$ cat src/design/lmghc_pkg.sv
`timescale 1ns / 1ps
// ----------------------------------------------------------------------------
// Lightmap gain and hue clamp: shared package
// Field widths, fixed constants and the record that travels down the
// divider pipeline.
// ----------------------------------------------------------------------------
package lmghc_pkg;

    // Widths of the pixel channels, the gain and the intermediate values
    localparam int CHAN_W  = 8;
    localparam int GAIN_W  = 12;
    localparam int PROD_W  = CHAN_W + GAIN_W;
    localparam int NUM_W   = PROD_W + CHAN_W;
    localparam int CHAN_N  = 3;
    localparam int QUOT_W  = CHAN_W;

    // Largest product that still fits without scaling down (255.0 in Q8)
    localparam logic [PROD_W-1:0] FULL_SCALE_Q8 = PROD_W'(255 * 256);

    // Gain after reset: 2.5 in Q8
    localparam logic [GAIN_W-1:0] GAIN_RESET = GAIN_W'(640);

    // Configuration register indexes
    localparam logic REG_GAIN = 1'b0;

    // Payload of one item inside the divider pipeline
    typedef struct packed {
        logic                           scale;
        logic [PROD_W-1:0]              peak;
        logic [CHAN_N-1:0][NUM_W-1:0]   rem;
        logic [CHAN_N-1:0][QUOT_W-1:0]  quot;
        logic [CHAN_N-1:0][CHAN_W-1:0]  low;
    } div_stage_t;

endpackage

$ cat src/design/lmghc_div_stage.sv
`timescale 1ns / 1ps
// ----------------------------------------------------------------------------
// Lightmap gain and hue clamp: one divider step
// Produces one quotient bit for each of the three channels by a restoring
// compare and subtract against the peak product shifted to this bit.
// ----------------------------------------------------------------------------
module lmghc_div_stage #(
    parameter int BIT_POS = 7
) (
    input  logic                   clk,
    input  logic                   rst_n,
    input  logic                   in_valid,
    input  lmghc_pkg::div_stage_t  in_data,
    output logic                   out_valid,
    output lmghc_pkg::div_stage_t  out_data
);

    logic                   valid_reg;
    lmghc_pkg::div_stage_t  data_reg;
    lmghc_pkg::div_stage_t  data_next;
    logic [lmghc_pkg::NUM_W-1:0] divisor;

    // The divisor aligned to the quotient bit of this step
    assign divisor = lmghc_pkg::NUM_W'(in_data.peak) << BIT_POS;

    // Compare and subtract for every channel
    always_comb
    begin
        data_next = in_data;
        for (int c = 0; c < lmghc_pkg::CHAN_N; c++)
        begin
            if (in_data.rem[c] >= divisor)
            begin
                data_next.rem[c]           = in_data.rem[c] - divisor;
                data_next.quot[c][BIT_POS] = 1'b1;
            end
        end
    end

    // Valid bit of the stage
    always_ff @(posedge clk or negedge rst_n)
    begin
        if (!rst_n)
        begin
            valid_reg <= 1'b0;
        end
        else
        begin
            valid_reg <= in_valid;
        end
    end

    // Payload of the stage
    always_ff @(posedge clk)
    begin
        data_reg <= data_next;
    end

    assign out_valid = valid_reg;
    assign out_data  = data_reg;

`ifndef ASSERT_OFF
    // A scaled item keeps each remainder below the divisor of this step.
    a_rem_bound: assert property (@(posedge clk) disable iff (!rst_n)
        (valid_reg && data_reg.scale) |->
            (data_reg.rem[0] < (lmghc_pkg::NUM_W'(data_reg.peak) << BIT_POS)) &&
            (data_reg.rem[1] < (lmghc_pkg::NUM_W'(data_reg.peak) << BIT_POS)) &&
            (data_reg.rem[2] < (lmghc_pkg::NUM_W'(data_reg.peak) << BIT_POS)))
        else $error("divider remainder not below the shifted peak");

    // A remainder never grows from one step to the next.
    a_rem_shrinks: assert property (@(posedge clk) disable iff (!rst_n)
        (in_valid && valid_reg) |=>
            (data_reg.rem[0] <= $past(in_data.rem[0])) &&
            (data_reg.rem[1] <= $past(in_data.rem[1])) &&
            (data_reg.rem[2] <= $past(in_data.rem[2])))
        else $error("divider remainder grew");

    // Scaling down only ever happens against a non-zero peak.
    a_peak_nonzero: assert property (@(posedge clk) disable iff (!rst_n)
        (valid_reg && data_reg.scale) |-> (data_reg.peak != '0))
        else $error("scaled item with a zero peak");
`endif

endmodule

$ cat src/design/lightmap_gamma_hue_clamp.sv
`timescale 1ns / 1ps
// ----------------------------------------------------------------------------
// Lightmap gain and hue clamp
// Brightens an RGB pixel by a Q8 gain and, where the brightest channel would
// pass full scale, scales all three channels down together to keep the hue.
// ----------------------------------------------------------------------------
// Use of the block:
//   An item (red_in, green_in, blue_in) is taken at a rising edge with start
//   high; busy is always low, so one item may be taken every cycle.
//   The result appears on red_out, green_out and blue_out with done high for
//   exactly one cycle; it is taken at the edge that ends that cycle.
//   Pipeline: one multiply stage, one peak stage, eight divider steps and an
//   output register. Throughput: one item per cycle; the eight-step
//   restoring divider is fully pipelined, one quotient bit per stage.
//   The gain register sits at byte address 0 of the APB port, is written in
//   the access phase and reads back in bits 11:0.
//   Reset clears every valid bit and loads the gain with 2.5 (640 in Q8);
//   items in flight are dropped. The receiver cannot hold results off, so
//   nothing in the pipeline ever stalls.
// ----------------------------------------------------------------------------
module lightmap_gamma_hue_clamp (
    input  logic        clk,
    input  logic        rst_n,
    // Item channel
    input  logic        start,
    output logic        busy,
    input  logic [7:0]  red_in,
    input  logic [7:0]  green_in,
    input  logic [7:0]  blue_in,
    output logic        done,
    output logic [7:0]  red_out,
    output logic [7:0]  green_out,
    output logic [7:0]  blue_out,
    // Configuration port
    input  logic        psel,
    input  logic        penable,
    input  logic        pwrite,
    input  logic [2:0]  paddr,
    input  logic [31:0] pwdata,
    output logic [31:0] prdata,
    output logic        pready
);

    localparam int LATENCY = 11;

    logic [lmghc_pkg::GAIN_W-1:0]                       gain_reg;
    logic [lmghc_pkg::CHAN_N-1:0][lmghc_pkg::CHAN_W-1:0] chan_in;

    logic                                               s1_valid_reg;
    logic [lmghc_pkg::CHAN_N-1:0][lmghc_pkg::PROD_W-1:0] s1_prod_reg;
    logic [lmghc_pkg::CHAN_N-1:0][lmghc_pkg::PROD_W-1:0] s1_prod_next;

    logic                                               s2_valid_reg;
    lmghc_pkg::div_stage_t                              s2_data_reg;
    lmghc_pkg::div_stage_t                              s2_data_next;
    logic [lmghc_pkg::PROD_W-1:0]                       peak01;

    logic                  div_valid [0:lmghc_pkg::QUOT_W];
    lmghc_pkg::div_stage_t div_data  [0:lmghc_pkg::QUOT_W];

    logic                                               out_valid_reg;
    logic                                               out_scale_reg;
    logic [lmghc_pkg::CHAN_N-1:0][lmghc_pkg::CHAN_W-1:0] out_chan_reg;
    logic [lmghc_pkg::CHAN_N-1:0][lmghc_pkg::CHAN_W-1:0] out_chan_next;

    // Handshake: the pipeline never stalls
    assign busy   = 1'b0;
    assign pready = 1'b1;

    // Gain register write
    always_ff @(posedge clk or negedge rst_n)
    begin
        if (!rst_n)
        begin
            gain_reg <= lmghc_pkg::GAIN_RESET;
        end
        else if (psel && penable && pwrite && pready && (paddr[2] == lmghc_pkg::REG_GAIN))
        begin
            gain_reg <= pwdata[lmghc_pkg::GAIN_W-1:0];
        end
    end

    // Register read back
    always_comb
    begin
        prdata = '0;
        if (paddr[2] == lmghc_pkg::REG_GAIN)
        begin
            prdata = 32'(gain_reg);
        end
    end

    // Stage 1: channel times gain
    assign chan_in = {blue_in, green_in, red_in};

    always_comb
    begin
        for (int c = 0; c < lmghc_pkg::CHAN_N; c++)
        begin
            s1_prod_next[c] = lmghc_pkg::PROD_W'(chan_in[c]) *
                              lmghc_pkg::PROD_W'(gain_reg);
        end
    end

    always_ff @(posedge clk or negedge rst_n)
    begin
        if (!rst_n)
        begin
            s1_valid_reg <= 1'b0;
        end
        else
        begin
            s1_valid_reg <= start && !busy;
        end
    end

    always_ff @(posedge clk)
    begin
        s1_prod_reg <= s1_prod_next;
    end

    // Stage 2: peak product, scale decision and dividends (p * 255)
    assign peak01 = (s1_prod_reg[1] > s1_prod_reg[0]) ? s1_prod_reg[1] : s1_prod_reg[0];

    always_comb
    begin
        s2_data_next.peak  = (s1_prod_reg[2] > peak01) ? s1_prod_reg[2] : peak01;
        s2_data_next.scale = 1'b0;
        s2_data_next.quot  = '0;
        for (int c = 0; c < lmghc_pkg::CHAN_N; c++)
        begin
            if (s1_prod_reg[c] > lmghc_pkg::FULL_SCALE_Q8)
            begin
                s2_data_next.scale = 1'b1;
            end
            s2_data_next.rem[c] = (lmghc_pkg::NUM_W'(s1_prod_reg[c]) << lmghc_pkg::CHAN_W) -
                                  lmghc_pkg::NUM_W'(s1_prod_reg[c]);
            s2_data_next.low[c] = s1_prod_reg[c][2*lmghc_pkg::CHAN_W-1:lmghc_pkg::CHAN_W];
        end
    end

    always_ff @(posedge clk or negedge rst_n)
    begin
        if (!rst_n)
        begin
            s2_valid_reg <= 1'b0;
        end
        else
        begin
            s2_valid_reg <= s1_valid_reg;
        end
    end

    always_ff @(posedge clk)
    begin
        s2_data_reg <= s2_data_next;
    end

    // Stages 3 to 10: restoring divider, most significant quotient bit first
    assign div_valid[0] = s2_valid_reg;
    assign div_data[0]  = s2_data_reg;

    for (genvar g = 0; g < lmghc_pkg::QUOT_W; g++)
    begin : g_div
        lmghc_div_stage #(
            .BIT_POS (lmghc_pkg::QUOT_W - 1 - g)
        ) u_div_stage (
            .clk       (clk),
            .rst_n     (rst_n),
            .in_valid  (div_valid[g]),
            .in_data   (div_data[g]),
            .out_valid (div_valid[g+1]),
            .out_data  (div_data[g+1])
        );
    end

    // Stage 11: pick the scaled quotient or the plain shifted product
    always_comb
    begin
        for (int c = 0; c < lmghc_pkg::CHAN_N; c++)
        begin
            out_chan_next[c] = div_data[lmghc_pkg::QUOT_W].scale ?
                               div_data[lmghc_pkg::QUOT_W].quot[c] :
                               div_data[lmghc_pkg::QUOT_W].low[c];
        end
    end

    always_ff @(posedge clk or negedge rst_n)
    begin
        if (!rst_n)
        begin
            out_valid_reg <= 1'b0;
        end
        else
        begin
            out_valid_reg <= div_valid[lmghc_pkg::QUOT_W];
        end
    end

    always_ff @(posedge clk)
    begin
        out_chan_reg  <= out_chan_next;
        out_scale_reg <= div_data[lmghc_pkg::QUOT_W].scale;
    end

    assign done      = out_valid_reg;
    assign red_out   = out_chan_reg[0];
    assign green_out = out_chan_reg[1];
    assign blue_out  = out_chan_reg[2];

`ifndef ASSERT_OFF
    // Every result traces back to an item taken a fixed number of edges before.
    a_done_has_item: assert property (@(posedge clk) disable iff (!rst_n)
        done |-> $past(start, LATENCY))
        else $error("result without a matching item");

    // A scaled pixel lands its brightest channel exactly on full scale.
    a_scaled_peak: assert property (@(posedge clk) disable iff (!rst_n)
        (done && out_scale_reg) |->
            ((red_out == 8'd255) || (green_out == 8'd255) || (blue_out == 8'd255)))
        else $error("scaled pixel without a full-scale channel");

    // The gain leaves reset at its default value.
    a_gain_reset: assert property (@(posedge clk)
        $rose(rst_n) |-> (gain_reg == lmghc_pkg::GAIN_RESET))
        else $error("gain not at its reset value");
`endif

endmodule

$ cat config.mk
export PLATFORM = sky130hd
export DESIGN_NAME = lightmap_gamma_hue_clamp
export DESIGN_NICKNAME = d
export VERILOG_FILES = /design/src/design/lmghc_pkg.sv /design/src/design/lmghc_div_stage.sv /design/src/design/lightmap_gamma_hue_clamp.sv
export SDC_FILE = /design/constraint.sdc
export NUM_CORES = 2
export LEC_CHECK = 0
export ABC_AREA = 1
export BUFFER_PORTS_ARGS = -buffer_cell sky130_fd_sc_hd__buf_2
export CORE_ASPECT_RATIO = 1.25
export CORE_MARGIN = 2
export CORE_UTILIZATION = 45
export CTS_CLUSTER_DIAMETER = 60
export DETAILED_ROUTE_END_ITERATION = 8
export PLACE_DENSITY = 0.62
export SLEW_MARGIN = 20
export SYNTH_ARGS = -nofsm -noshare
export SYNTH_HDL_FRONTEND = slang
export SYNTH_SLANG_ARGS = --single-unit
$ cat constraint.sdc
create_clock -name clk -period 11.3 [get_ports clk]
set_clock_uncertainty 0.05 [all_clocks]
set_input_delay 3.39 -clock clk [delete_from_list [all_inputs] [get_ports clk]]
set_output_delay 3.39 -clock clk [all_outputs]
set_load 0.1 [all_outputs]
==> run metrics <==
r2r setup slk=about 5.6 ns; vias in the first global route=roughly 74000; first-pass GRT wire length=roughly 430000 µm; gr ovfl total=0; XOR/XNOR Fraction of Synth Area=0.03574; Starting Density=0.4521; largest net degree at the start of global routing=37; top-count cell post-synth=nand2_1; CP startpoint kind=input port; Final ANT Viol Nets=0; I/O pins=between 100 and 150; Via-to-Cell Ratio=between 5 and 6; Ys Warns=0; max cap viols=0; Setup TNS=0 ns; Top FF cell, synth=dfxtp_1; Rows=approximately 170; Post-CTS Resized=0; Nets=roughly 13000; crit-path cells=buf_2, nor2_1, buf_2; Final min period=around 7.6 ns; status=finished clean; post-route clock period utilization=0.6702; layout cell share with drive strength beyond 1=0.04959; core area=179400 µm²; post-CTS setup buffer count=0; antenna violations before repair=11; Die Y=around 480 µm; hold_sp=g_div[2].u_div_stage.out_data[15]$_DFF_P_; RSZ-0062 raised after global routing=false; Slew HR=0.2581; Vias=73940; Slowest cell on crit path=buf_2; Root Driver=clkbuf_16; Area contributors post-synth=dfxtp_1 31%, nand2_1 18%, ha_1 10%; Hold Path End=g_div[3].u_div_stage.out_data[15]$_DFF_P_; area fraction in compound gates after synthesis=0.07289; most frequent cells after synthesis=3988 x nand2_1, 1841 x inv_1, 1249 x dfxtp_1, 872 x nor2_1, 679 x ha_1; post-synthesis cell count=about 12000; WS Path Type=input port to output pin; Setup-failing EPs final=0; number of flip-flops in the largest register=1036; Async SR Flop Fraction=0.01808; Hold Path Class=flip-flop to flip-flop; Worst path most repeated cell=buf_2; Worst Tran Pin Value=~1.1 ns; final hold violation count=0; largest family of logic cells by synthesized area=simple AND/OR/NAND/NOR gates; DRC=0; DRT iter0 DRCs=between 3000 and 4000; max-slew violation count=0; CTS tree=done; Post-Synth Simple-Gate Area=0.3163; Worst Path Max Fanout=13; Hold Path Cell Cnt=0; cell taking the most area after synthesis=dfxtp_1; hold_buf cts=0; Layout area overhead=9.847%; adder-cell area share of the yosys netlist=0.1544; Req. time, crit path=slightly below 8 ns; wire per inst=20.12 µm; Seq/Total Area, Yosys=0.3154; #FFs+latches synth=1272; Post-Synthesis Cell Area=about 81000 µm²; cell depth of the worst flop-to-flop path=23; Worst R2R Start=s1_prod_reg[14]$_DFF_P_; CTS Sinks=approximately 1300; GRT Overall Usage=0.3108; mux cell area share after synthesis=0.003332; routability-driven placement congestion ratio=a little over 1; Synth Area per Inst=just under 7 µm²; later-pin clock latency in the skew report=0.82 ns; reg2reg end=div_data[1360]$_DFF_P_; Yosys cell types=between 60 and 70; post-synth top area share=0.3083; TritonRoute pass-1 iters=8; Die ar.=approximately 180000 µm²; DP HPWL=between 200000 and 250000 µm; Port Buffers=79; CTS HTree Levels=4; Post-synth EDFFs=0; Clk pin slew, worst setup/hold paths=~0.06 ns; worst stage delay on the critical path=roughly 0.43 ns; fmax=around 0.13 GHz; CTS Buf Count=roughly 160; filler cell count=around 18000; Die X=around 380 µm; Critical Path Sink Type=output pin; WL final=slightly below 300000 µm; crit path DAT=about 4.1 ns; Bufs on Longest Clock Path=3
## cells in the final DEF (no fill, tap or decap), types with 56 or more instances in the layout
cell type	synthesis	routed
o21ai_0	312	312
xor2_1	246	246
dfxtp_1	1249	1248
ha_1	679	679
clkbuf_16	0	155
nor3_1	109	108
nand4_1	270	270
inv_1	1841	1841
nand3b_1	70	70
nand3_1	659	659
buf_2	18	79
fa_1	201	201
o21bai_1	56	56
nand2_1	3988	3988
a21oi_1	579	579
xnor2_1	85	85
nor2_1	872	872
## layer usage
| layer | global-route usage | part of all wire | vias to the layer above |
|---|---|---|---|
| met5 | 0 | 0.00016 | - |
| li1 | - | - | 37280 |
| met2 | 0.5691 | 0.50 | 1896 |
| met4 | 0.2790 | 0.10 | 8 |
| met3 | 0.03200 | 0.033 | 842 |
| met1 | 0.3088 | 0.36 | 33920 |
## cells by family after synthesis
| logic type | Yosys count |
|---|---|
| flops | 1272 |
| xor+xnor | 331 |
| other cells | 2 |
| compound gates | 1090 |
| fa+ha+maj | 880 |
| buf+inv | 2053 |
| simple gates | 6140 |
| mux | 24 |
## worst max-delay path by stage
stage,startpoint,to
2_1_floorplan,paddr[2],prdata[10]
3_3_place_gp,blue_in[5],s1_prod_reg[59]$_DFF_P_
3_5_place_dp,blue_in[5],s1_prod_reg[59]$_DFF_P_
4_1_cts,paddr[2],prdata[11]
5_1_grt,paddr[2],prdata[4]
6_report,paddr[2],prdata[7]
## layout make-up
type	instances	area [µm²]	area share
multi-input combinational	8487	47350	0.5314
timing repair buffer	111	635.6	0.007134
clock buffer	188	4193	0.04706
inverter	1862	6998	0.07855
tap	2376	2973	0.03337
antenna	22	55.05	0.0006179
clock inverter	99	1310	0.01470
sequential	1272	25580	0.2871
## stage by stage
| stage | instance area, µm² | hold WS, ns | cells | setup WS (ns) | utilization |
|---|---|---|---|---|---|
| after floorplan | 81180 | 0.2596 | 11810 | 3.004 | - |
| after global placement | 83530 | 0.2598 | 14110 | 3.552 | 0.4656 |
| after detailed placement | 83540 | 0.2620 | 14110 | 3.589 | 0.4657 |
| after CTS | 89040 | 0.2457 | 14400 | 3.736 | 0.4963 |
| after global routing | 89090 | 0.2619 | 14420 | 3.674 | 0.4966 |
| final | 89090 | 0.2493 | 14420 | 3.727 | 0.4966 |
## worst max-delay path, delay by kind of cell
family / cells / cell delay (ns)
buffers and inverters: 2 / 0.61
AND/OR/NAND/NOR: 1 / 0.13
Power is not shown: default switching activity piles up to over one toggle a cycle in this logic, so the estimate is an artifact.
